<file path="src/hw/rtl/tcprx_pkg.sv">
// Shared types, codes and helper functions of the TCP receive state machine.
package tcprx_pkg;

	// Wire encoding of the connection state
	localparam logic [3:0] CODE_CLOSED    = 4'd0;
	localparam logic [3:0] CODE_LISTEN    = 4'd1;
	localparam logic [3:0] CODE_SYN_SENT  = 4'd2;
	localparam logic [3:0] CODE_SYN_RCVD  = 4'd3;
	localparam logic [3:0] CODE_ESTAB     = 4'd4;
	localparam logic [3:0] CODE_FINWAIT1  = 4'd5;
	localparam logic [3:0] CODE_FINWAIT2  = 4'd6;
	localparam logic [3:0] CODE_CLOSING   = 4'd7;
	localparam logic [3:0] CODE_TIMEWAIT  = 4'd8;
	localparam logic [3:0] CODE_CLOSEWAIT = 4'd9;
	localparam logic [3:0] CODE_LASTACK   = 4'd10;

	// Internal one-hot connection state
	typedef enum logic [10:0] {
		ST_CLOSED    = 11'b000_0000_0001,
		ST_LISTEN    = 11'b000_0000_0010,
		ST_SYN_SENT  = 11'b000_0000_0100,
		ST_SYN_RCVD  = 11'b000_0000_1000,
		ST_ESTAB     = 11'b000_0001_0000,
		ST_FINWAIT1  = 11'b000_0010_0000,
		ST_FINWAIT2  = 11'b000_0100_0000,
		ST_CLOSING   = 11'b000_1000_0000,
		ST_TIMEWAIT  = 11'b001_0000_0000,
		ST_CLOSEWAIT = 11'b010_0000_0000,
		ST_LASTACK   = 11'b100_0000_0000
	} conn_state_t;

	typedef enum logic [1:0] {
		ACT_NONE   = 2'd0,
		ACT_RESET  = 2'd1,
		ACT_ACK    = 2'd2,
		ACT_SYNACK = 2'd3
	} send_action_t;

	typedef enum logic [1:0] {
		NFY_NONE        = 2'd0,
		NFY_CONNECTED   = 2'd1,
		NFY_PEER_CLOSED = 2'd2,
		NFY_RESET       = 2'd3
	} notify_t;

	// One input word
	typedef struct packed {
		logic        command;
		logic [3:0]  new_state;
		logic        flag_syn;
		logic        flag_ack;
		logic        flag_rst;
		logic        flag_fin;
		logic [31:0] seg_seq;
		logic [31:0] seg_ack;
		logic [31:0] send_next;
	} seg_word_t;

	// One result word
	typedef struct packed {
		logic [3:0]   conn_state_out;
		send_action_t send_action;
		notify_t      notify;
		logic         rejected;
		logic [31:0]  unacked_seq;
		logic [31:0]  recv_next_seq;
	} res_word_t;

	// Per-connection context
	typedef struct packed {
		conn_state_t state;
		logic [31:0] send_unacked;
		logic [31:0] recv_next;
	} conn_ctx_t;

	// Serial compare: a before b
	function automatic logic ser_lt(input logic [31:0] a, input logic [31:0] b);
		logic [31:0] diff;
		diff = a - b;
		return diff[31];
	endfunction

	// Serial compare: a after b
	function automatic logic ser_gt(input logic [31:0] a, input logic [31:0] b);
		return (a != b) && !ser_lt(a, b);
	endfunction

	function automatic logic [3:0] state_encode(input conn_state_t s);
		logic [3:0] code;
		case (s)
			ST_CLOSED:    code = CODE_CLOSED;
			ST_LISTEN:    code = CODE_LISTEN;
			ST_SYN_SENT:  code = CODE_SYN_SENT;
			ST_SYN_RCVD:  code = CODE_SYN_RCVD;
			ST_ESTAB:     code = CODE_ESTAB;
			ST_FINWAIT1:  code = CODE_FINWAIT1;
			ST_FINWAIT2:  code = CODE_FINWAIT2;
			ST_CLOSING:   code = CODE_CLOSING;
			ST_TIMEWAIT:  code = CODE_TIMEWAIT;
			ST_CLOSEWAIT: code = CODE_CLOSEWAIT;
			ST_LASTACK:   code = CODE_LASTACK;
			default:      code = CODE_CLOSED;
		endcase
		return code;
	endfunction

	// Codes above lastack must be screened by the caller
	function automatic conn_state_t state_decode(input logic [3:0] code);
		conn_state_t s;
		case (code)
			CODE_CLOSED:    s = ST_CLOSED;
			CODE_LISTEN:    s = ST_LISTEN;
			CODE_SYN_SENT:  s = ST_SYN_SENT;
			CODE_SYN_RCVD:  s = ST_SYN_RCVD;
			CODE_ESTAB:     s = ST_ESTAB;
			CODE_FINWAIT1:  s = ST_FINWAIT1;
			CODE_FINWAIT2:  s = ST_FINWAIT2;
			CODE_CLOSING:   s = ST_CLOSING;
			CODE_TIMEWAIT:  s = ST_TIMEWAIT;
			CODE_CLOSEWAIT: s = ST_CLOSEWAIT;
			CODE_LASTACK:   s = ST_LASTACK;
			default:        s = ST_CLOSED;
		endcase
		return s;
	endfunction

endpackage

</file>
<file path="src/hw/rtl/tcprx_if.sv">
// Handshake channel interfaces: segment input, result output, configuration write.
interface tcprx_seg_if;
	logic        valid;
	logic        ready;
	logic        command;
	logic [3:0]  new_state;
	logic        flag_syn;
	logic        flag_ack;
	logic        flag_rst;
	logic        flag_fin;
	logic [31:0] seg_seq;
	logic [31:0] seg_ack;
	logic [31:0] send_next;

	modport source (
		output valid, command, new_state, flag_syn, flag_ack, flag_rst, flag_fin,
		output seg_seq, seg_ack, send_next,
		input  ready
	);
	modport sink (
		input  valid, command, new_state, flag_syn, flag_ack, flag_rst, flag_fin,
		input  seg_seq, seg_ack, send_next,
		output ready
	);
endinterface

interface tcprx_res_if;
	logic        valid;
	logic        ready;
	logic [3:0]  conn_state_out;
	logic [1:0]  send_action;
	logic [1:0]  notify;
	logic        rejected;
	logic [31:0] unacked_seq;
	logic [31:0] recv_next_seq;

	modport source (
		output valid, conn_state_out, send_action, notify, rejected,
		output unacked_seq, recv_next_seq,
		input  ready
	);
	modport sink (
		input  valid, conn_state_out, send_action, notify, rejected,
		input  unacked_seq, recv_next_seq,
		output ready
	);
endinterface

interface tcprx_cfg_if;
	logic        valid;
	logic        ready;
	logic [31:0] data;

	modport source (output valid, data, input ready);
	modport sink (input valid, data, output ready);
endinterface

</file>
<file path="src/hw/rtl/tcprx_step.sv">
// Next-state and result logic for one segment or local state load.
module tcprx_step (
	input  tcprx_pkg::seg_word_t w,
	input  tcprx_pkg::conn_ctx_t cur,
	input  logic [31:0]          send_initial_seq,
	output tcprx_pkg::conn_ctx_t nxt,
	output tcprx_pkg::res_word_t res
);
	import tcprx_pkg::*;

	send_action_t act;
	notify_t      nfy;
	logic         rej;
	logic         data_fin;
	logic         synced;
	logic         ack_ok;
	logic [31:0]  una_acc;
	logic         fin_acked;
	logic         bad_ack;

	// Compares against the current context and the initial sequence
	always_comb begin
		ack_ok    = w.flag_ack && !ser_lt(w.seg_ack, cur.send_unacked)
			&& !ser_gt(w.seg_ack, w.send_next);
		una_acc   = ack_ok ? w.seg_ack : cur.send_unacked;
		fin_acked = ser_gt(w.seg_ack, cur.send_unacked);
		bad_ack   = !ser_gt(w.seg_ack, send_initial_seq) || ser_gt(w.seg_ack, w.send_next);
		synced    = cur.state inside {ST_ESTAB, ST_FINWAIT1, ST_FINWAIT2, ST_CLOSING,
			ST_TIMEWAIT, ST_CLOSEWAIT, ST_LASTACK};
	end

	// Advance the connection state
	always_comb begin
		nxt      = cur;
		act      = ACT_NONE;
		nfy      = NFY_NONE;
		rej      = 1'b0;
		data_fin = 1'b0;
		if (w.command) begin
			if (w.new_state <= CODE_LASTACK)
				nxt.state = state_decode(w.new_state);
		end else if (synced && w.flag_syn) begin
			act = ACT_RESET;
			rej = 1'b1;
		end else if (synced && w.flag_rst && w.flag_ack) begin
			nxt.state = ST_CLOSED;
			nfy       = NFY_RESET;
		end else begin
			case (cur.state)
				ST_CLOSED: begin
					if (!w.flag_rst)
						act = ACT_RESET;
				end
				ST_SYN_SENT: begin
					if (bad_ack) begin
						act = ACT_RESET;
						rej = 1'b1;
					end else if (w.flag_rst && w.flag_ack) begin
						nxt.state = ST_CLOSED;
						nfy       = NFY_RESET;
					end else if (w.flag_syn) begin
						nxt.recv_next = w.seg_seq + 32'd1;
						if (w.flag_ack) begin
							nxt.send_unacked = cur.send_unacked + 32'd1;
							act              = ACT_ACK;
							nxt.state        = ST_ESTAB;
							nfy              = NFY_CONNECTED;
						end else begin
							nxt.state = ST_SYN_RCVD;
							act       = ACT_SYNACK;
						end
					end
				end
				ST_ESTAB, ST_CLOSEWAIT: begin
					nxt.send_unacked = una_acc;
					if (w.flag_fin)
						nxt.state = ST_CLOSEWAIT;
					data_fin = w.flag_fin;
				end
				ST_FINWAIT1: begin
					if (w.flag_fin)
						nxt.state = fin_acked ? ST_TIMEWAIT : ST_CLOSING;
					else
						nxt.state = ST_FINWAIT2;
					nxt.send_unacked = una_acc;
					data_fin         = w.flag_fin;
				end
				ST_FINWAIT2: begin
					nxt.send_unacked = una_acc;
					if (w.flag_fin)
						nxt.state = ST_TIMEWAIT;
					data_fin = w.flag_fin;
				end
				ST_CLOSING: begin
					if (fin_acked)
						nxt.state = ST_TIMEWAIT;
					nxt.send_unacked = una_acc;
				end
				ST_TIMEWAIT: begin
					nxt.send_unacked = una_acc;
					if (w.flag_fin)
						act = ACT_ACK;
				end
				ST_LASTACK: begin
					if (w.flag_ack) begin
						nxt.state = ST_CLOSED;
						nfy       = NFY_PEER_CLOSED;
					end
				end
				default: begin
					// listen and syn_rcvd drop segments
				end
			endcase
			// Acknowledge a peer FIN
			if (data_fin) begin
				nxt.recv_next = cur.recv_next + 32'd1;
				nfy           = NFY_PEER_CLOSED;
				act           = ACT_ACK;
			end
		end
	end

	// Pack the result word
	always_comb begin
		res.conn_state_out = state_encode(nxt.state);
		res.send_action    = act;
		res.notify         = nfy;
		res.rejected       = rej;
		res.unacked_seq    = nxt.send_unacked;
		res.recv_next_seq  = nxt.recv_next;
	end

endmodule

</file>
<file path="src/hw/rtl/tcp_connection_receive_fsm.sv">
// Top level of the per-connection TCP receive state machine.
//
//   channel  dir  handshake      word
//   seg      in   valid/ready    command, new_state, flags, seg_seq, seg_ack, send_next
//   res      out  valid/ready    conn_state_out, send_action, notify, rejected, seqs
//   cfg      in   valid/ready    send_initial_seq (always ready)
//
// One word per cycle unless results stall; words go through word and result registers.
// The word register feeds the state logic, whose outcome updates the context and
// the result register in the same cycle, so the next word sees the new context.
// A stalled result holds the word register; input stalls only when both are full.
// Reset clears the context to closed with zero sequences and the initial sequence to 0.
module tcp_connection_receive_fsm (
	input  logic        clk,
	input  logic        arst_n,
	tcprx_seg_if.sink   seg,
	tcprx_res_if.source res,
	tcprx_cfg_if.sink   cfg
);
	import tcprx_pkg::*;

	seg_word_t  seg_word;
	seg_word_t  seg_s1;
	logic       valid_s1;
	conn_ctx_t  ctx_q;
	conn_ctx_t  ctx_next;
	res_word_t  res_word;
	res_word_t  res_q;
	logic       res_valid_q;
	logic [31:0] isn_q;
	logic       advance;

	assign seg_word = '{
		command:   seg.command,
		new_state: seg.new_state,
		flag_syn:  seg.flag_syn,
		flag_ack:  seg.flag_ack,
		flag_rst:  seg.flag_rst,
		flag_fin:  seg.flag_fin,
		seg_seq:   seg.seg_seq,
		seg_ack:   seg.seg_ack,
		send_next: seg.send_next
	};

	// Handshake control
	assign advance   = valid_s1 && (!res_valid_q || res.ready);
	assign seg.ready = !valid_s1 || advance;
	assign cfg.ready = 1'b1;

	// Capture the configuration word
	always_ff @(posedge clk or negedge arst_n) begin
		if (!arst_n) begin
			isn_q <= '0;
		end else if (cfg.valid) begin
			isn_q <= cfg.data;
		end
	end

	// Input word register
	always_ff @(posedge clk or negedge arst_n) begin
		if (!arst_n) begin
			valid_s1 <= 1'b0;
		end else if (seg.ready) begin
			valid_s1 <= seg.valid;
		end
	end

	always_ff @(posedge clk) begin
		if (seg.valid && seg.ready)
			seg_s1 <= seg_word;
	end

	tcprx_step u_step (
		.w                (seg_s1),
		.cur              (ctx_q),
		.send_initial_seq (isn_q),
		.nxt              (ctx_next),
		.res              (res_word)
	);

	// Commit the context when the word moves to the result register
	always_ff @(posedge clk or negedge arst_n) begin
		if (!arst_n) begin
			ctx_q <= '{state: ST_CLOSED, send_unacked: '0, recv_next: '0};
		end else if (advance) begin
			ctx_q <= ctx_next;
		end
	end

	// Result register
	always_ff @(posedge clk or negedge arst_n) begin
		if (!arst_n) begin
			res_valid_q <= 1'b0;
		end else if (advance) begin
			res_valid_q <= 1'b1;
		end else if (res.ready) begin
			res_valid_q <= 1'b0;
		end
	end

	always_ff @(posedge clk) begin
		if (advance)
			res_q <= res_word;
	end

	assign res.valid          = res_valid_q;
	assign res.conn_state_out = res_q.conn_state_out;
	assign res.send_action    = res_q.send_action;
	assign res.notify         = res_q.notify;
	assign res.rejected       = res_q.rejected;
	assign res.unacked_seq    = res_q.unacked_seq;
	assign res.recv_next_seq  = res_q.recv_next_seq;

	// Input stalls only when both registers are full and the output is held
	assert property (@(posedge clk) disable iff (!arst_n)
		!seg.ready |-> (valid_s1 && res_valid_q && !res.ready))
		else $error("input stalled without a full pipeline");

	// Context moves only when a word is processed
	assert property (@(posedge clk) disable iff (!arst_n)
		!advance |=> $stable(ctx_q))
		else $error("context changed without a word");

	// A processed word always shows up as a result
	assert property (@(posedge clk) disable iff (!arst_n)
		advance |=> res_valid_q)
		else $error("processed word lost");

	// A rejected segment is always answered with a reset
	assert property (@(posedge clk) disable iff (!arst_n)
		(res_valid_q && res_q.rejected) |-> (res_q.send_action == ACT_RESET))
		else $error("reject without reset action");

	// Connected is reported only on entry to estab
	assert property (@(posedge clk) disable iff (!arst_n)
		(res_valid_q && res_q.notify == NFY_CONNECTED)
			|-> (res_q.conn_state_out == CODE_ESTAB))
		else $error("connected notify outside estab");

endmodule

</file>
<file path="src/flat_wrapper.sv">
// flat-port wrapper written by rule: the top's interface ports become plain ports
module tcp_connection_receive_fsm_flat import tcprx_pkg::*;
  (clk, arst_n, seg_valid, seg_command, seg_new_state, seg_flag_syn, seg_flag_ack, seg_flag_rst, seg_flag_fin, seg_seg_seq, seg_seg_ack, seg_send_next, seg_ready, res_valid, res_conn_state_out, res_send_action, res_notify, res_rejected, res_unacked_seq, res_recv_next_seq, res_ready, cfg_valid, cfg_data, cfg_ready);
  tcprx_seg_if seg_i ();
  tcprx_res_if res_i ();
  tcprx_cfg_if cfg_i ();
  input  logic clk;
  input  logic arst_n;
  input wire logic [$bits(seg_i.valid)-1:0] seg_valid;
  input wire logic [$bits(seg_i.command)-1:0] seg_command;
  input wire logic [$bits(seg_i.new_state)-1:0] seg_new_state;
  input wire logic [$bits(seg_i.flag_syn)-1:0] seg_flag_syn;
  input wire logic [$bits(seg_i.flag_ack)-1:0] seg_flag_ack;
  input wire logic [$bits(seg_i.flag_rst)-1:0] seg_flag_rst;
  input wire logic [$bits(seg_i.flag_fin)-1:0] seg_flag_fin;
  input wire logic [$bits(seg_i.seg_seq)-1:0] seg_seg_seq;
  input wire logic [$bits(seg_i.seg_ack)-1:0] seg_seg_ack;
  input wire logic [$bits(seg_i.send_next)-1:0] seg_send_next;
  output wire logic [$bits(seg_i.ready)-1:0] seg_ready;
  output wire logic [$bits(res_i.valid)-1:0] res_valid;
  output wire logic [$bits(res_i.conn_state_out)-1:0] res_conn_state_out;
  output wire logic [$bits(res_i.send_action)-1:0] res_send_action;
  output wire logic [$bits(res_i.notify)-1:0] res_notify;
  output wire logic [$bits(res_i.rejected)-1:0] res_rejected;
  output wire logic [$bits(res_i.unacked_seq)-1:0] res_unacked_seq;
  output wire logic [$bits(res_i.recv_next_seq)-1:0] res_recv_next_seq;
  input wire logic [$bits(res_i.ready)-1:0] res_ready;
  input wire logic [$bits(cfg_i.valid)-1:0] cfg_valid;
  input wire logic [$bits(cfg_i.data)-1:0] cfg_data;
  output wire logic [$bits(cfg_i.ready)-1:0] cfg_ready;
  assign seg_i.valid = seg_valid;
  assign seg_i.command = seg_command;
  assign seg_i.new_state = seg_new_state;
  assign seg_i.flag_syn = seg_flag_syn;
  assign seg_i.flag_ack = seg_flag_ack;
  assign seg_i.flag_rst = seg_flag_rst;
  assign seg_i.flag_fin = seg_flag_fin;
  assign seg_i.seg_seq = seg_seg_seq;
  assign seg_i.seg_ack = seg_seg_ack;
  assign seg_i.send_next = seg_send_next;
  assign seg_ready = seg_i.ready;
  assign res_valid = res_i.valid;
  assign res_conn_state_out = res_i.conn_state_out;
  assign res_send_action = res_i.send_action;
  assign res_notify = res_i.notify;
  assign res_rejected = res_i.rejected;
  assign res_unacked_seq = res_i.unacked_seq;
  assign res_recv_next_seq = res_i.recv_next_seq;
  assign res_i.ready = res_ready;
  assign cfg_i.valid = cfg_valid;
  assign cfg_i.data = cfg_data;
  assign cfg_ready = cfg_i.ready;
  tcp_connection_receive_fsm u_core (.clk(clk), .arst_n(arst_n), .seg(seg_i), .res(res_i), .cfg(cfg_i));
endmodule
</file>
<file path="config.mk">
export PLATFORM = sky130hd
export DESIGN_NAME = tcp_connection_receive_fsm_flat
export DESIGN_NICKNAME = d
export VERILOG_FILES = /design/src/hw/rtl/tcprx_pkg.sv /design/src/hw/rtl/tcprx_if.sv /design/src/hw/rtl/tcprx_step.sv /design/src/hw/rtl/tcp_connection_receive_fsm.sv /design/src/flat_wrapper.sv
export SDC_FILE = /design/constraint.sdc
export NUM_CORES = 1
export LEC_CHECK = 0
export BUFFER_PORTS_ARGS = -buffer_cell sky130_fd_sc_hd__buf_2
export CAP_MARGIN = 30
export CORE_MARGIN = 5
export CORE_UTILIZATION = 40
export DETAILED_ROUTE_END_ITERATION = 6
export GPL_ROUTABILITY_DRIVEN = 0
export PLACE_DENSITY = 0.63
export REMOVE_ABC_BUFFERS = 1
export SYNTH_ARGS = -nofsm -noshare
export SYNTH_HDL_FRONTEND = slang
export SYNTH_SLANG_ARGS = --single-unit
</file>
<file path="constraint.sdc">
create_clock -name clk -period 5.4 [get_ports clk]
set_clock_uncertainty 0.15 [all_clocks]
set_input_delay 1.08 -clock clk [delete_from_list [all_inputs] [get_ports clk]]
set_output_delay 1.08 -clock clk [all_outputs]
set_load 0.01 [all_outputs]
</file>
# [Word level (Yosys, flattened, before mapping)]
# Memories as Yosys holds them, arrays and structs flattened. A register that Yosys moved wholly into a read port is not among the register bits.
# Cells that the tools add are included.
[word_totals] ff_bits=287 n_memories=1 mem_bits_ro=176 out_inout_bits=76
[op_classes] n_reduce_logical=28 n_mux=53 addsub=6 eq_ne=22 order_cmp=1
[mem_list] memory="(no name shown)" words=16 width=11 read_ports=1 rd_clocked_by_memory_dff=1 write_ports=0 line="tcprx_pkg.sv:110" rtl="case (code)"
[op_table] operator="75-bit 2-to-1 mux" n=3
[op_table] operator="64-bit 2-to-1 mux" n=3
[op_table] operator="32-bit 2-to-1 mux" n=4
[op_table] operator="32-bit by 1-bit adder with 32-bit output, second input constant" n=3
[op_table] operator="32-bit inequality test" n=3
[op_table] operator="32-bit subtractor" n=3
[op_table] operator="11-bit 2-to-1 mux" n=8
[op_table] operator="11-bit case mux with 6 select lines" n=1
[op_table] operator="32-bit case mux with 2 select lines" n=1
[op_table] operator="4-bit case mux with 10 select lines" n=1
[op_table] operator="11-bit by 10-bit equality test with 1-bit output, second input constant" n=2
[op_table] operator="11-bit equality test, second input constant" n=2
[op_table] operator="11-bit by 3-bit equality test with 1-bit output, second input constant" n=2
[op_table] operator="11-bit by 5-bit equality test with 1-bit output, second input constant" n=2
[op_table] operator="11-bit by 6-bit equality test with 1-bit output, second input constant" n=2
[op_table] operator="11-bit by 7-bit equality test with 1-bit output, second input constant" n=2
[op_table] operator="11-bit by 8-bit equality test with 1-bit output, second input constant" n=2
[op_table] operator="11-bit by 9-bit equality test with 1-bit output, second input constant" n=2
[op_table] operator="2-bit 2-to-1 mux" n=10
[op_table] operator="9-bit 2-to-1 mux" n=2
[op_table] operator="1-bit 2-to-1 mux" n=16
[op_table] operator="11-bit by 1-bit equality test with 1-bit output, second input constant" n=1
[op_table] operator="11-bit by 2-bit equality test with 1-bit output, second input constant" n=1
[op_table] operator="11-bit by 4-bit equality test with 1-bit output, second input constant" n=1
[op_table] operator="14 further kinds" n=33

# [Longest topological paths before layout]
# Gate-level depths: netlist (run 1).
[logic_depth] depth_word=13 depth_mapped=16 ltp_nobuf=13

# [By module]
# A second synthesis (run 1) with hierarchy kept.
[hier_totals] cells_unflattened=1536 hier_area_um2=16648.5
[by_module_without_submodules] module="tcp_connection_receive_fsm" seq_area_each_um2=8074.0 cells_each=415 n_inst=1 area_each_um2=9576.7
[by_module_without_submodules] module="tcprx_step" seq_area_each_um2=0.0 cells_each=1121 n_inst=1 area_each_um2=7071.8

# [Worst setup path before layout (run 1)]
# OpenSTA, ideal clock, no wires.
[synth_path] kind="input -> register" startpoint="input res_ready" endpoint="register (tool-made name)" path_buffers=1 t_arrival_ns=4.172 setup_slack_ns=1.008 path_stages=7 required_time_ns=5.180 cell_sequence="nand3b_1 > nand2_1 > clkbuf_1 > inv_1 > and3_1 > a21oi_1 > a21oi_1"
[synth_rtl] item="start: declaration" line="flat_wrapper.sv:27" rtl="input wire logic [$bits(res_i.ready)-1:0] res_ready;"

==> report_table.html, run 1 <==
<table>
<tr><th>Metric</th><th>Value</th></tr>
<tr><th colspan="2">Clocking</th></tr>
<tr><td>Clock tree from TritonCTS</td><td>built</td></tr>
<tr><td>Clk sink count</td><td>298</td></tr>
<tr><td>Clock-pin slew on the worst setup and hold paths</td><td>0.06 ns</td></tr>
<tr><td>Buffer count from post-CTS setup fixing</td><td>0</td></tr>
<tr><td>Number of hold-repair buffers added at the cts stage</td><td>0</td></tr>
<tr><td>Clk_lat worst skew</td><td>0.56 ns</td></tr>
<tr><td>TritonCTS buffer count</td><td>36</td></tr>
<tr><td>CTS resizes</td><td>0</td></tr>
<tr><td>Number of H-tree branching levels</td><td>2</td></tr>
<tr><td>Longest Clk Path Bufs</td><td>3</td></tr>
<tr><td>CTS Root Cell</td><td>sky130_fd_sc_hd__clkbuf_16</td></tr>
<tr><th colspan="2">Finish</th></tr>
<tr><td>Fraction of layout cells with a size suffix above 1</td><td>0.1786</td></tr>
<tr><td>Final net count</td><td>2142</td></tr>
<tr><td>Final design area excluding fillers</td><td>19470 sq um</td></tr>
<tr><td>Non-filler cells, final</td><td>2465</td></tr>
<tr><td>Post-layout utilization of the core</td><td>0.4768</td></tr>
<tr><td>Layout area overhead</td><td>17.86%</td></tr>
<tr><th colspan="2">Timing</th></tr>
<tr><td>Max Freq</td><td>0.2126 GHz</td></tr>
<tr><td>Unrepaired setup endpoints after global routing</td><td>no</td></tr>
<tr><td>Slew at the pin closest to its max-slew limit</td><td>0.9425 ns</td></tr>
<tr><td>Accumulated negative setup slack</td><td>0 ns</td></tr>
<tr><td>Final-report max-slew violation count</td><td>0</td></tr>
<tr><td>Number of failing hold endpoints at the final stage</td><td>0</td></tr>
<tr><td>Min Tclk post-route</td><td>4.703 ns</td></tr>
<tr><td>Final Setup Violations</td><td>0</td></tr>
<tr><td>Final Cycle Share</td><td>0.8709</td></tr>
<tr><td>Worst setup margin</td><td>0.6971 ns</td></tr>
<tr><td>Normalized max-slew margin</td><td>0.3675</td></tr>
<tr><th colspan="2">Power</th></tr>
<tr><td>Leakage</td><td>8.060 nW</td></tr>
<tr><td>PD cells</td><td>404.7 nW/um^2</td></tr>
<tr><td>Peak ir drop on the vdd network</td><td>0.2015 mV</td></tr>
<tr><th colspan="2">Placement</th></tr>
<tr><td>Post-DP HPWL</td><td>35910 um</td></tr>
<tr><td>Port Buffers</td><td>216</td></tr>
<tr><td>Placed instance count</td><td>2398</td></tr>
<tr><td>Cell area after placement</td><td>18210 sq um</td></tr>
<tr><td>Post-placement setup slack</td><td>0.8431 ns</td></tr>
<tr><th colspan="2">Floorplanning</th></tr>
<tr><td>Std-Cell Rows</td><td>74</td></tr>
<tr><td>Total Die Area</td><td>45460 sq um</td></tr>
<tr><td>Vert. Die Dim</td><td>213.2 um</td></tr>
<tr><td>Initial Util</td><td>0.4045</td></tr>
<tr><td>Number of ports placed on the die boundary</td><td>218</td></tr>
<tr><td>Core box area</td><td>40830 sq um</td></tr>
<tr><td>Die boundary width</td><td>213.2 um</td></tr>
<tr><th colspan="2">Logic synthesis</th></tr>
<tr><td>Post-synthesis cell area</td><td>16520 sq um</td></tr>
<tr><td>Synth warnings</td><td>0</td></tr>
<tr><td>Cell type with the largest total area after synthesis</td><td>sky130_fd_sc_hd__edfxtp_1</td></tr>
<tr><td>Area share of the leading cell type in the synthesized netlist</td><td>0.3236</td></tr>
<tr><td>Cell count after synthesis</td><td>1692</td></tr>
<tr><td>Post-synth EDFFs</td><td>178</td></tr>
<tr><td>#FFs+latches synth</td><td>298</td></tr>
<tr><td>Number of distinct standard cells referenced by the synthesized netlist</td><td>87</td></tr>
<tr><td>Sequential share of the synthesized area</td><td>0.5021</td></tr>
<tr><td>Main flop type after synthesis</td><td>sky130_fd_sc_hd__edfxtp_1</td></tr>
<tr><td>Main area contributors after synthesis</td><td>sky130_fd_sc_hd__edfxtp_1 32%, sky130_fd_sc_hd__dfrtp_1 16%, sky130_fd_sc_hd__ha_1 7.3%</td></tr>
<tr><td>Avg Cell Area, Syn</td><td>9.763 sq um</td></tr>
<tr><td>Async set-reset flop share out of synthesis</td><td>0.3658</td></tr>
<tr><th colspan="2">Critical path</th></tr>
<tr><td>Arrival time of the worst setup path</td><td>4.84 ns</td></tr>
<tr><td>Worst EP required</td><td>5.54 ns</td></tr>
<tr><td>Type of the setup path with the least slack</td><td>register to register</td></tr>
<tr><td>Critical Path Source Type</td><td>register</td></tr>
<tr><td>Critical Path Fanout Max</td><td>15</td></tr>
<tr><td>Critical path capture point type</td><td>register</td></tr>
<tr><th colspan="2">Status</th></tr>
<tr><td>Result of the run</td><td>finished clean</td></tr>
<tr><th colspan="2">Drt</th></tr>
<tr><td>Final routed wirelength across all metal layers</td><td>50200 um</td></tr>
<tr><td>Via count normalized by instance count</td><td>5.716</td></tr>
<tr><td>Remaining number of nets flagged by the antenna check after routing</td><td>0</td></tr>
<tr><td>Residual DRC</td><td>0</td></tr>
<tr><td>First-pass iteration count of the detailed router</td><td>6</td></tr>
<tr><td>Routed wire per std cell</td><td>20.37 um</td></tr>
<tr><td>Number of DRC violations after detailed-routing iteration 0</td><td>1199</td></tr>
<tr><td>Via total after detailed routing</td><td>14090</td></tr>
<tr><th colspan="2">Worst hold path</th></tr>
<tr><td>Classification of the worst-slack hold path</td><td>register to register</td></tr>
<tr><th colspan="2">Global routing</th></tr>
<tr><td>Total Routing Usage GR</td><td>0.2152</td></tr>
<tr><td>Global-route wire length before repair</td><td>76860 um</td></tr>
<tr><td>Overflow left after global routing</td><td>0</td></tr>
<tr><td>Via count of the first global-routing pass</td><td>13750</td></tr>
<tr><td>Maximum number of pins on one net before global-route repair</td><td>84</td></tr>
<tr><td>Initial antenna violation count</td><td>2</td></tr>
<tr><th colspan="2">Flow run</th></tr>
<tr><td>Number of max-cap violations</td><td>0</td></tr>
</table>
-- critical path, cell delays in order (launching register included) --
cell and delay, ns:
sky130_fd_sc_hd__edfxtp_1 0.48, sky130_fd_sc_hd__ha_1 0.38, sky130_fd_sc_hd__nand4_1 0.10, sky130_fd_sc_hd__nor3_1 0.64, sky130_fd_sc_hd__o31ai_1 0.24, sky130_fd_sc_hd__a21boi_0 0.30, sky130_fd_sc_hd__nor3_1 0.14, sky130_fd_sc_hd__a211o_2 0.46
sky130_fd_sc_hd__nor4_4 0.71, sky130_fd_sc_hd__or4b_4 0.58, sky130_fd_sc_hd__a21oi_1 0.15, sky130_fd_sc_hd__o21ai_0 0.11
-- logic make-up (layout without fill, tap and decap cells) --
family,Yosys count,after routing,synth area share
AOI/OAI and AO/OA,472,472,0.1751
xor gates and xnor gates,41,41,0.02174
adders and majority gates,96,96,0.07272
buffers and inverters,179,419,0.04295
DFF,298,298,0.5021
muxes,20,20,0.01303
other,1,2,0.0002270
and+or+nand+nor,585,585,0.1721
-- synthesized netlist by cell type (all sizes together), types with 4 or more instances --
master and instances:
nand2 212, o21ai 191, edfxtp 178, a21oi 128, dfrtp 108, inv 106
nor2 106, ha 96, nand3 62, clkbuf 54, nor3 44, nand4 37
and3 28, xnor2 25, nor4 21, buf 19, a211oi 18, a31oi 18
and2 16, nand2b 16, xor2 16, a22oi 15, a32oi 12, mux2 12
dfxtp 11, o211ai 10, o22ai 9, a221oi 8, mux2i 8, and4 7
nand3b 7, nor3b 7, o21a 6, or3 6, a22o 5, nor2b 5
o22a 5, o31ai 5, a21boi 4, a21o 4, or4 4
-- placed cells by master (no fill, tap or decap), types with 6 or more instances in the layout --
cell and count:
sky130_fd_sc_hd__a211oi_1 17, sky130_fd_sc_hd__a21oi_1 126, sky130_fd_sc_hd__a22oi_1 15, sky130_fd_sc_hd__a31oi_1 18, sky130_fd_sc_hd__a32oi_1 12, sky130_fd_sc_hd__and2_1 15, sky130_fd_sc_hd__and3_1 28, sky130_fd_sc_hd__and4_1 7
sky130_fd_sc_hd__buf_2 216, sky130_fd_sc_hd__buf_4 30, sky130_fd_sc_hd__bufinv_16 6, sky130_fd_sc_hd__clkbuf_16 37, sky130_fd_sc_hd__clkinv_2 7, sky130_fd_sc_hd__dfrtp_1 108, sky130_fd_sc_hd__dfxtp_1 11, sky130_fd_sc_hd__edfxtp_1 178
sky130_fd_sc_hd__ha_1 96, sky130_fd_sc_hd__inv_1 104, sky130_fd_sc_hd__mux2_2 12, sky130_fd_sc_hd__mux2i_1 8, sky130_fd_sc_hd__nand2_1 212, sky130_fd_sc_hd__nand2b_1 15, sky130_fd_sc_hd__nand3_1 62, sky130_fd_sc_hd__nand3b_1 7
sky130_fd_sc_hd__nand4_1 37, sky130_fd_sc_hd__nor2_1 106, sky130_fd_sc_hd__nor3_1 40, sky130_fd_sc_hd__nor3b_1 7, sky130_fd_sc_hd__nor4_1 19, sky130_fd_sc_hd__o211ai_1 10, sky130_fd_sc_hd__o21a_1 6, sky130_fd_sc_hd__o21ai_0 181
sky130_fd_sc_hd__o21ai_1 9, sky130_fd_sc_hd__o22ai_1 9, sky130_fd_sc_hd__or3_1 6, sky130_fd_sc_hd__xnor2_1 25, sky130_fd_sc_hd__xor2_1 16
-- where the power goes --
| group | internal, W | switching, W | total [W] |
|---|---|---|---|
| sequential | 0.00283 | 0.000340 | 0.00316 |
| combinational | 0.000785 | 0.00135 | 0.00214 |
| clock | 0.00159 | 0.000989 | 0.00258 |
-- stage by stage --
step           hold WS (ns)  power (W)
2_1_floorplan        0.3072   0.004481
3_3_place_gp         0.3287   0.005241
6_report             0.3519   0.007878
5_1_grt              0.3849   0.008314
3_5_place_dp         0.3439   0.005294
4_1_cts              0.3571   0.007918
-- sequential cells by signal, indices dropped and copies added, names as in the netlist, named ones only --
name                       flops
u_core.res.notify              2
u_core.res.rejected            1
u_core.res.valid               1
u_core.ctx_q                  75
u_core.res.unacked_seq        32
u_core.seg_s1                105
u_core.res.recv_next_seq      32
u_core.valid_s1                1
u_core.res.conn_state_out      4
u_core.isn_q                  32
u_core.res.send_action         2
-- area by class of cell --
class	instances	area, sq um
clock inverters	21	271.5
well taps	532	665.6
fillers	3889	21360
diodes	1	2.502
multi-input cells	1215	7520
repair buffers	247	1326
flip-flops and latches	298	8294
clock buffers	45	985.9
inverters	106	402.9
-- layer usage --
metal / GRT usage / up-vias / part of all wire
met5: 0 / - / 0.00050
met3: 0.04187 / 97 / 0.081
met1: 0.2998 / 6695 / 0.43
met2: 0.3414 / 641 / 0.46
li1: - / 6653 / -
met4: 0.06864 / 4 / 0.027
-- worst paths after layout --
check                                            startpoint                                   end  slack, ns  cells past startpoint
min in group asynchronous                            arst_n           u_core.ctx_q[8]$_DFFE_PN0P_       0.39                      1
worst min-delay path            u_core.valid_s1$_DFFE_PN0N_          u_core.res.valid$_DFFE_PN0P_       0.35                      1
worst max register to register  u_core.seg_s1[45]$_DFFE_PP_  u_core.res.unacked_seq[17]$_DFFE_PP_       0.70                     11
max in group asynchronous                            arst_n          u_core.isn_q[17]$_DFFE_PN0P_       3.67                      2
worst min register to register  u_core.valid_s1$_DFFE_PN0N_          u_core.res.valid$_DFFE_PN0P_       0.35                      1
worst max-delay path            u_core.seg_s1[45]$_DFFE_PP_  u_core.res.unacked_seq[17]$_DFFE_PP_       0.70                     11
Note: power is estimated with default switching activity, not from simulation.
==> inputs of run 2 (changes only) <==
--- a/config.mk
+++ b/config.mk
@@ -7,2 +7,3 @@
 export LEC_CHECK = 0
+export ABC_AREA = 1
 export BUFFER_PORTS_ARGS = -buffer_cell sky130_fd_sc_hd__buf_2
@@ -13,3 +14,3 @@
 export GPL_ROUTABILITY_DRIVEN = 0
-export PLACE_DENSITY = 0.63
+export PLACE_DENSITY = 0.62
 export REMOVE_ABC_BUFFERS = 1
==> constraint.sdc (replaced) <==
create_clock -name clk -period 5.4 [get_ports clk]
set_clock_uncertainty 0.15 [all_clocks]
set_input_delay 1.35 -clock clk [delete_from_list [all_inputs] [get_ports clk]]
set_output_delay 1.35 -clock clk [all_outputs]
set_load 0.01 [all_outputs]
==> report_table.html, run 2 <==
<table>
<tr><th>Metric</th><th>Value</th></tr>
<tr><th colspan="2">Drt</th></tr>
<tr><td>Remaining number of nets flagged by the antenna check after routing</td><td>0</td></tr>
<tr><td>Via total after detailed routing</td><td>16150</td></tr>
<tr><td>Final routed wirelength across all metal layers</td><td>54900 um</td></tr>
<tr><td>Via count normalized by instance count</td><td>5.259</td></tr>
<tr><td>Number of DRC violations after detailed-routing iteration 0</td><td>1513</td></tr>
<tr><td>Routed wire per std cell</td><td>17.88 um</td></tr>
<tr><td>Residual DRC</td><td>0</td></tr>
<tr><td>First-pass iteration count of the detailed router</td><td>6</td></tr>
<tr><th colspan="2">Clocking</th></tr>
<tr><td>Longest Clk Path Bufs</td><td>3</td></tr>
<tr><td>CTS Root Cell</td><td>sky130_fd_sc_hd__clkbuf_16</td></tr>
<tr><td>Clk_lat worst skew</td><td>0.56 ns</td></tr>
<tr><td>Buffer count from post-CTS setup fixing</td><td>0</td></tr>
<tr><td>Clk sink count</td><td>298</td></tr>
<tr><td>Number of H-tree branching levels</td><td>2</td></tr>
<tr><td>Number of hold-repair buffers added at the cts stage</td><td>0</td></tr>
<tr><td>TritonCTS buffer count</td><td>37</td></tr>
<tr><td>Clock-pin slew on the worst setup and hold paths</td><td>0.06 ns</td></tr>
<tr><td>Clock tree from TritonCTS</td><td>built</td></tr>
<tr><td>CTS resizes</td><td>0</td></tr>
<tr><th colspan="2">Critical path</th></tr>
<tr><td>Critical path capture point type</td><td>register</td></tr>
<tr><td>Critical Path Fanout Max</td><td>30</td></tr>
<tr><td>Arrival time of the worst setup path</td><td>4.34 ns</td></tr>
<tr><td>Type of the setup path with the least slack</td><td>register to register</td></tr>
<tr><td>Worst EP required</td><td>5.52 ns</td></tr>
<tr><td>Critical Path Source Type</td><td>register</td></tr>
<tr><th colspan="2">Timing</th></tr>
<tr><td>Slew at the pin closest to its max-slew limit</td><td>1.040 ns</td></tr>
<tr><td>Max Freq</td><td>0.2373 GHz</td></tr>
<tr><td>Min Tclk post-route</td><td>4.215 ns</td></tr>
<tr><td>Worst hold slack</td><td>0.3383 ns</td></tr>
<tr><td>Unrepaired setup endpoints after global routing</td><td>no</td></tr>
<tr><td>Normalized max-slew margin</td><td>0.2997</td></tr>
<tr><td>Final Cycle Share</td><td>0.7805</td></tr>
<tr><td>Number of failing hold endpoints at the final stage</td><td>0</td></tr>
<tr><td>Worst setup margin</td><td>1.186 ns</td></tr>
<tr><td>Final-report max-slew violation count</td><td>0</td></tr>
<tr><td>Final Setup Violations</td><td>0</td></tr>
<tr><th colspan="2">Logic synthesis</th></tr>
<tr><td>Post-synthesis cell area</td><td>18220 sq um</td></tr>
<tr><td>Post-synth EDFFs</td><td>178</td></tr>
<tr><td>Sequential share of the synthesized area</td><td>0.4553</td></tr>
<tr><td>Avg Cell Area, Syn</td><td>8.103 sq um</td></tr>
<tr><td>Async set-reset flop share out of synthesis</td><td>0.3658</td></tr>
<tr><td>Main area contributors after synthesis</td><td>sky130_fd_sc_hd__edfxtp_1 29%, sky130_fd_sc_hd__dfrtp_1 15%, sky130_fd_sc_hd__nand2_1 13%</td></tr>
<tr><td>Area share of the leading cell type in the synthesized netlist</td><td>0.2934</td></tr>
<tr><td>Cell count after synthesis</td><td>2248</td></tr>
<tr><td>Cell type with the largest total area after synthesis</td><td>sky130_fd_sc_hd__edfxtp_1</td></tr>
<tr><td>#FFs+latches synth</td><td>298</td></tr>
<tr><td>Synth warnings</td><td>0</td></tr>
<tr><td>Main flop type after synthesis</td><td>sky130_fd_sc_hd__edfxtp_1</td></tr>
<tr><td>Top cell types by occurrence after synthesis</td><td>635 x sky130_fd_sc_hd__nand2_1, 270 x sky130_fd_sc_hd__inv_1, 185 x sky130_fd_sc_hd__o21ai_0</td></tr>
<tr><td>Most repeated cell in the gate-level netlist after synthesis</td><td>sky130_fd_sc_hd__nand2_1</td></tr>
<tr><td>Number of distinct standard cells referenced by the synthesized netlist</td><td>62</td></tr>
<tr><th colspan="2">Finish</th></tr>
<tr><td>Commonest non-fill, non-tap cell in the layout</td><td>sky130_fd_sc_hd__nand2_1</td></tr>
<tr><td>Seq. cell area</td><td>8294 sq um</td></tr>
<tr><td>Filler cell count in the final layout</td><td>4433</td></tr>
<tr><td>Max FFs per register</td><td>105</td></tr>
<tr><td>Multi-input gate area</td><td>8518 sq um</td></tr>
<tr><td>Largest registers ranked by flip-flop count</td><td>u_core.seg_s1 x105, u_core.ctx_q x75</td></tr>
<tr><td>Commonest cells after routing, fill and taps aside</td><td>635 x sky130_fd_sc_hd__nand2_1, 268 x sky130_fd_sc_hd__inv_1, 215 x sky130_fd_sc_hd__buf_2</td></tr>
<tr><td>Layout area overhead</td><td>15.80%</td></tr>
<tr><td>Register bank with the most flops</td><td>u_core.seg_s1</td></tr>
<tr><td>Final net count</td><td>2678</td></tr>
<tr><td>Fraction of layout cells with a size suffix above 1</td><td>0.1438</td></tr>
<tr><th colspan="2">Global routing</th></tr>
<tr><td>Overflow left after global routing</td><td>0</td></tr>
<tr><td>Initial antenna violation count</td><td>2</td></tr>
<tr><td>Via count of the first global-routing pass</td><td>15890</td></tr>
<tr><td>Global-route wire length before repair</td><td>86440 um</td></tr>
<tr><td>Maximum number of pins on one net before global-route repair</td><td>110</td></tr>
<tr><td>Total Routing Usage GR</td><td>0.2160</td></tr>
<tr><th colspan="2">Placement</th></tr>
<tr><td>Post-placement setup slack</td><td>1.287 ns</td></tr>
<tr><td>Post-DP HPWL</td><td>39840 um</td></tr>
<tr><td>Port Buffers</td><td>216</td></tr>
<tr><th colspan="2">Floorplanning</th></tr>
<tr><td>Die boundary width</td><td>223.4 um</td></tr>
<tr><td>Initial Util</td><td>0.4031</td></tr>
<tr><td>Total Die Area</td><td>49910 sq um</td></tr>
<tr><td>Number of ports placed on the die boundary</td><td>218</td></tr>
<tr><td>Std-Cell Rows</td><td>78</td></tr>
<tr><td>Core box area</td><td>45190 sq um</td></tr>
<tr><td>Vert. Die Dim</td><td>223.4 um</td></tr>
<tr><th colspan="2">Power</th></tr>
<tr><td>Switching power</td><td>0.003723 W</td></tr>
<tr><td>Peak ir drop on the vdd network</td><td>0.3813 mV</td></tr>
<tr><td>Internal power of the cells</td><td>0.005651 W</td></tr>
<tr><td>Leakage</td><td>9.683 nW</td></tr>
<tr><td>PD cells</td><td>444.4 nW/um^2</td></tr>
<tr><td>Logic gate share of total power</td><td>0.357</td></tr>
<tr><td>Final Power</td><td>0.009374 W</td></tr>
<tr><td>Share of total power in the clock network</td><td>0.274</td></tr>
<tr><td>Switching part of the total</td><td>0.3972</td></tr>
<tr><td>Sequential cell fraction of total power</td><td>0.369</td></tr>
<tr><th colspan="2">Worst hold path</th></tr>
<tr><td>Classification of the worst-slack hold path</td><td>register to register</td></tr>
<tr><th colspan="2">Flow run</th></tr>
<tr><td>Number of max-cap violations</td><td>0</td></tr>
<tr><th colspan="2">Status</th></tr>
<tr><td>Result of the run</td><td>finished clean</td></tr>
</table>
[run 2: cell type report]
cell class	instances	share of cell area
Antenna cell	1	0.0001186
Clock buffer	50	0.04917
Clock inverter	18	0.01014
Inverter	281	0.05059
Multi-Input combinational cell	1594	0.4038
Sequential cell	298	0.3932
Tap cell	600	0.03559
Timing Repair Buffer	228	0.05741
[run 2: final timing paths]
kind	depth (start not counted)	startpoint	slack (ns)	end
setup / recovery	17	u_core.ctx_q[53]$_DFFE_PN0P_	1.19	u_core.res.unacked_seq[18]$_DFFE_PP_
hold / removal	2	u_core.ctx_q[65]$_DFFE_PN0P_	0.34	u_core.ctx_q[65]$_DFFE_PN0P_
setup reg to reg	17	u_core.ctx_q[53]$_DFFE_PN0P_	1.19	u_core.res.unacked_seq[18]$_DFFE_PP_
hold reg to reg	2	u_core.ctx_q[65]$_DFFE_PN0P_	0.34	u_core.ctx_q[65]$_DFFE_PN0P_
max in group asynchronous	2	arst_n	3.81	u_core.ctx_q[30]$_DFFE_PN0P_
min in group asynchronous	2	arst_n	0.76	u_core.isn_q[4]$_DFFE_PN0P_
[run 2: cells by family (layout without fill, tap and decap cells)]
family	after synthesis	count (layout)	synth area share
XOR/XNOR	62	62	0.02981
flip-flops	298	298	0.4553
other	1	2	0.0002059
adder cells (fa/ha/maj)	96	96	0.06594
AND/OR/NAND/NOR	1049	1049	0.2502
multiplexers	3	3	0.001786
buffers and inverters	356	577	0.07707
AO/OA/AOI/OAI	383	383	0.1197
[run 2: power by group through the flow]
stage / logic [W] / clock network, W / registers (W)
after floorplan: 0.00220 / 0 / 0.00343
after global placement: 0.00324 / 0 / 0.00348
after detailed placement: 0.00331 / 0 / 0.00348
after CTS: 0.00333 / 0.00263 / 0.00345
after global routing: 0.00378 / 0.00274 / 0.00351
final: 0.00335 / 0.00257 / 0.00346
[run 2: routing by layer]
layer  vias up  GRT usage  wire (um)
li1       7884          -          -
met1      7526     0.2865      23660
met2       621     0.3588      25730
met3       113    0.04263       3908
met4         2    0.06581       1593
met5         -          0         15
[run 2: worst max-delay path, stage by stage, from the launching register on]
cell and delay (ns):
sky130_fd_sc_hd__dfrtp_1 0.53, sky130_fd_sc_hd__inv_1 0.24, sky130_fd_sc_hd__ha_1 0.33, sky130_fd_sc_hd__nand2_1 0.06, sky130_fd_sc_hd__nor2_1 0.26, sky130_fd_sc_hd__nand4_1 0.12
sky130_fd_sc_hd__inv_1 0.09, sky130_fd_sc_hd__and2_1 0.12, sky130_fd_sc_hd__nand2_1 0.06, sky130_fd_sc_hd__nand3_1 0.11, sky130_fd_sc_hd__nand2_1 0.06, sky130_fd_sc_hd__nor2_1 0.16
sky130_fd_sc_hd__nand2_1 0.49, sky130_fd_sc_hd__buf_4 0.45, sky130_fd_sc_hd__o211ai_1 0.36, sky130_fd_sc_hd__nand2_1 0.09, sky130_fd_sc_hd__nand2_1 0.09, sky130_fd_sc_hd__a21boi_0 0.15
[run 2: per-stage QoR]
stage,instances,cell area (sq um),setup TNS (ns),utilization
2_1_floorplan,2173,17870,-18.39,-
3_3_place_gp,3000,19820,0,0.4387
3_5_place_dp,3000,19820,0,0.4387
4_1_cts,3068,21070,0,0.4664
5_1_grt,3069,21090,0,0.4668
6_report,3070,21100,0,0.4669
==> inputs of run 3 (changes only) <==
Settings changed: ABC_AREA 1 to 0, PLACE_DENSITY 0.62 to 0.65.
Clock period 5.4 ns to 3.7 ns, I/O delays scaled along.
==> report_table.html, run 3 (synthesis results as in run 1) <==
<table>
<tr><th>Metric</th><th>Value</th></tr>
<tr><th colspan="2">Placement</th></tr>
<tr><td>Placed instance count</td><td>2579</td></tr>
<tr><td>Port Buffers</td><td>216</td></tr>
<tr><td>Post-DP HPWL</td><td>37570 um</td></tr>
<tr><td>Cell area after placement</td><td>19630 sq um</td></tr>
<tr><th colspan="2">Power</th></tr>
<tr><td>Final Power</td><td>0.01302 W</td></tr>
<tr><td>Internal power of the cells</td><td>0.008432 W</td></tr>
<tr><td>Switching power</td><td>0.004585 W</td></tr>
<tr><td>Logic gate share of total power</td><td>0.369</td></tr>
<tr><td>Share of total power in the clock network</td><td>0.284</td></tr>
<tr><td>Sequential cell fraction of total power</td><td>0.347</td></tr>
<tr><td>PD cells</td><td>559.1 nW/um^2</td></tr>
<tr><td>Leakage</td><td>9.789 nW</td></tr>
<tr><td>Switching part of the total</td><td>0.3522</td></tr>
<tr><td>Peak ir drop on the vdd network</td><td>0.4124 mV</td></tr>
<tr><th colspan="2">Global routing</th></tr>
<tr><td>Total Routing Usage GR</td><td>0.2265</td></tr>
<tr><td>Maximum number of pins on one net before global-route repair</td><td>110</td></tr>
<tr><td>Initial antenna violation count</td><td>3</td></tr>
<tr><td>Via count of the first global-routing pass</td><td>14910</td></tr>
<tr><td>Overflow left after global routing</td><td>0</td></tr>
<tr><td>Global-route wire length before repair</td><td>81050 um</td></tr>
<tr><th colspan="2">Drt</th></tr>
<tr><td>Routed wire per std cell</td><td>20.65 um</td></tr>
<tr><td>First-pass iteration count of the detailed router</td><td>5</td></tr>
<tr><td>Number of DRC violations after detailed-routing iteration 0</td><td>1665</td></tr>
<tr><td>Via count normalized by instance count</td><td>5.744</td></tr>
<tr><td>Residual DRC</td><td>0</td></tr>
<tr><td>Final routed wirelength across all metal layers</td><td>55880 um</td></tr>
<tr><td>Remaining number of nets flagged by the antenna check after routing</td><td>0</td></tr>
<tr><td>Via total after detailed routing</td><td>15540</td></tr>
<tr><th colspan="2">Clocking</th></tr>
<tr><td>Clock tree from TritonCTS</td><td>built</td></tr>
<tr><td>Number of H-tree branching levels</td><td>2</td></tr>
<tr><td>TritonCTS buffer count</td><td>37</td></tr>
<tr><td>Clk_lat worst skew</td><td>0.57 ns</td></tr>
<tr><td>Longest Clk Path Bufs</td><td>3</td></tr>
<tr><td>CTS Root Cell</td><td>sky130_fd_sc_hd__clkbuf_16</td></tr>
<tr><td>Clock-pin slew on the worst setup and hold paths</td><td>0.06 ns</td></tr>
<tr><td>Clk sink count</td><td>298</td></tr>
<tr><th colspan="2">Timing</th></tr>
<tr><td>Normalized max-slew margin</td><td>0.3475</td></tr>
<tr><td>Number of failing hold endpoints at the final stage</td><td>0</td></tr>
<tr><td>Min Tclk post-route</td><td>3.828 ns</td></tr>
<tr><td>Slew at the pin closest to its max-slew limit</td><td>0.9751 ns</td></tr>
<tr><td>Accumulated negative setup slack</td><td>-2.397 ns</td></tr>
<tr><td>Worst setup margin</td><td>-0.1282 ns</td></tr>
<tr><td>Final Setup Violations</td><td>49</td></tr>
<tr><td>Unrepaired setup endpoints after global routing</td><td>yes</td></tr>
<tr><td>Final-report max-slew violation count</td><td>0</td></tr>
<tr><td>Max Freq</td><td>0.2612 GHz</td></tr>
<tr><td>Final Cycle Share</td><td>1.035</td></tr>
<tr><th colspan="2">Finish</th></tr>
<tr><td>Commonest cells after routing, fill and taps aside</td><td>215 x sky130_fd_sc_hd__buf_2, 195 x sky130_fd_sc_hd__nand2_1, 195 x sky130_fd_sc_hd__buf_4</td></tr>
<tr><td>Final net count</td><td>2381</td></tr>
<tr><td>Multi-input gate area</td><td>9064 sq um</td></tr>
<tr><td>Fraction of layout cells with a size suffix above 1</td><td>0.3775</td></tr>
<tr><td>Register bank with the most flops</td><td>u_core.seg_s1</td></tr>
<tr><td>Post-layout utilization of the core</td><td>0.5702</td></tr>
<tr><td>Filler cell count in the final layout</td><td>3355</td></tr>
<tr><td>Seq. cell area</td><td>8294 sq um</td></tr>
<tr><td>Commonest non-fill, non-tap cell in the layout</td><td>sky130_fd_sc_hd__buf_2</td></tr>
<tr><td>Largest registers ranked by flip-flop count</td><td>u_core.seg_s1 x105, u_core.ctx_q x75</td></tr>
<tr><td>Non-filler cells, final</td><td>2706</td></tr>
<tr><td>Final design area excluding fillers</td><td>23280 sq um</td></tr>
<tr><td>Max FFs per register</td><td>105</td></tr>
<tr><td>Layout area overhead</td><td>40.95%</td></tr>
<tr><th colspan="2">Status</th></tr>
<tr><td>Violations in the final reports</td><td>negative setup slack</td></tr>
<tr><td>Result of the run</td><td>complete, but fails checks</td></tr>
<tr><th colspan="2">Flow run</th></tr>
<tr><td>Number of max-cap violations</td><td>0</td></tr>
<tr><th colspan="2">Floorplanning</th></tr>
<tr><td>Initial Util</td><td>0.4045</td></tr>
<tr><td>Die boundary width</td><td>213.2 um</td></tr>
<tr><td>Total Die Area</td><td>45460 sq um</td></tr>
<tr><td>Number of ports placed on the die boundary</td><td>218</td></tr>
<tr><td>Std-Cell Rows</td><td>74</td></tr>
<tr><td>Vert. Die Dim</td><td>213.2 um</td></tr>
<tr><td>Core box area</td><td>40830 sq um</td></tr>
<tr><th colspan="2">Critical path</th></tr>
<tr><td>Critical Path Source Type</td><td>register</td></tr>
<tr><td>Worst EP required</td><td>3.85 ns</td></tr>
<tr><td>Critical Path Fanout Max</td><td>7</td></tr>
<tr><td>Critical path capture point type</td><td>register</td></tr>
<tr><td>Arrival time of the worst setup path</td><td>3.98 ns</td></tr>
<tr><td>Type of the setup path with the least slack</td><td>register to register</td></tr>
<tr><th colspan="2">Worst hold path</th></tr>
<tr><td>Classification of the worst-slack hold path</td><td>input port to async pin</td></tr>
</table>
## run 3: cell types whose count changed in the layout (fill, tap and decap cells not counted), moves of 24 or more
cell | previous run | this run
sky130_fd_sc_hd__a21oi_2 | 3 | 43
sky130_fd_sc_hd__buf_4 | 10 | 195
sky130_fd_sc_hd__xor2_1 | 47 | 15
sky130_fd_sc_hd__o211ai_1 | 39 | 10
sky130_fd_sc_hd__and3_1 | 1 | 25
sky130_fd_sc_hd__nand3_1 | 114 | 54
sky130_fd_sc_hd__o21ai_1 | 25 | 64
sky130_fd_sc_hd__o21ai_0 | 185 | 81
sky130_fd_sc_hd__inv_1 | 268 | 103
sky130_fd_sc_hd__o21ai_2 | 2 | 36
sky130_fd_sc_hd__buf_6 | 0 | 49
sky130_fd_sc_hd__nor2_1 | 150 | 89
sky130_fd_sc_hd__nand2_1 | 635 | 195
## run 3: final cells by class
| cell class | count | share of cell area |
|---|---|---|
| Clock inverter | 20 | 0.008007 |
| Timing Repair Buffer | 485 | 0.1553 |
| Antenna cell | 2 | 0.0002150 |
| Multi-Input combinational cell | 1215 | 0.3893 |
| Clock buffer | 48 | 0.04509 |
| Sequential cell | 298 | 0.3562 |
| Inverter | 106 | 0.01730 |
| Tap cell | 532 | 0.02859 |
## run 3: metal layers
metal / wire [um] / up-vias / track usage / part of all wire
li1: - / 7151 / - / -
met1: 22470 / 7434 / 0.3077 / 0.40
met2: 25990 / 791 / 0.3612 / 0.47
met3: 4990 / 164 / 0.04041 / 0.089
met4: 2402 / 4 / 0.09232 / 0.043
met5: 24 / - / 0 / 0.00043
## run 3: worst paths after layout
path	start	end	slack, ns	cells past startpoint
hold / removal	arst_n	u_core.ctx_q[3]$_DFFE_PN0P_	0.33	2
setup / recovery	u_core.seg_s1[36]$_DFFE_PP_	u_core.res.unacked_seq[23]$_DFFE_PP_	-0.13	13
min in group clk	u_core.valid_s1$_DFFE_PN0N_	u_core.res.valid$_DFFE_PN0P_	0.35	1
max in group asynchronous	arst_n	u_core.valid_s1$_DFFE_PN0N_	2.54	2
hold reg to reg	u_core.valid_s1$_DFFE_PN0N_	u_core.res.valid$_DFFE_PN0P_	0.35	1
setup reg to reg	u_core.seg_s1[36]$_DFFE_PP_	u_core.res.unacked_seq[23]$_DFFE_PP_	-0.13	13
## run 3: worst max-delay path, stage by stage, from the launching register on
cell and delay [ns]:
sky130_fd_sc_hd__edfxtp_1 0.44, sky130_fd_sc_hd__buf_6 0.16, sky130_fd_sc_hd__ha_4 0.21, sky130_fd_sc_hd__a211oi_2 0.20, sky130_fd_sc_hd__nor2_1 0.07, sky130_fd_sc_hd__o31a_1 0.24
sky130_fd_sc_hd__o41a_1 0.34, sky130_fd_sc_hd__or3_4 0.40, sky130_fd_sc_hd__a2111oi_4 0.39, sky130_fd_sc_hd__or2b_4 0.20, sky130_fd_sc_hd__nand2b_4 0.11, sky130_fd_sc_hd__buf_12 0.17
sky130_fd_sc_hd__a222oi_1 0.34, sky130_fd_sc_hd__nand2_1 0.13
## run 3: power by group through the flow
stage	clock network [W]	registers, W	logic (W)
floorplan	0	0.00461	0.00193
global placement	0	0.00452	0.00364
detailed placement	0	0.00453	0.00374
CTS	0.00377	0.00448	0.00404
global route	0.00390	0.00456	0.00517
finish	0.00369	0.00452	0.00481
## run 3: timing repair
action,4_1_cts,5_1_grt
pin swaps,29,150
cloned,5,5
hold buffers,0,0
buffers inserted,8,41
gates resized for setup,123,359
endpoints found under the setup margin,128,133
## run 3: per-stage QoR
stage	hold slack, ns	setup slack (ns)
2_1_floorplan	0.3072	-0.8725
3_3_place_gp	0.3284	-0.2714
3_5_place_dp	0.3493	-0.3244
4_1_cts	0.3557	-0.1187
5_1_grt	0.3713	-0.2281
6_report	0.3329	-0.1282
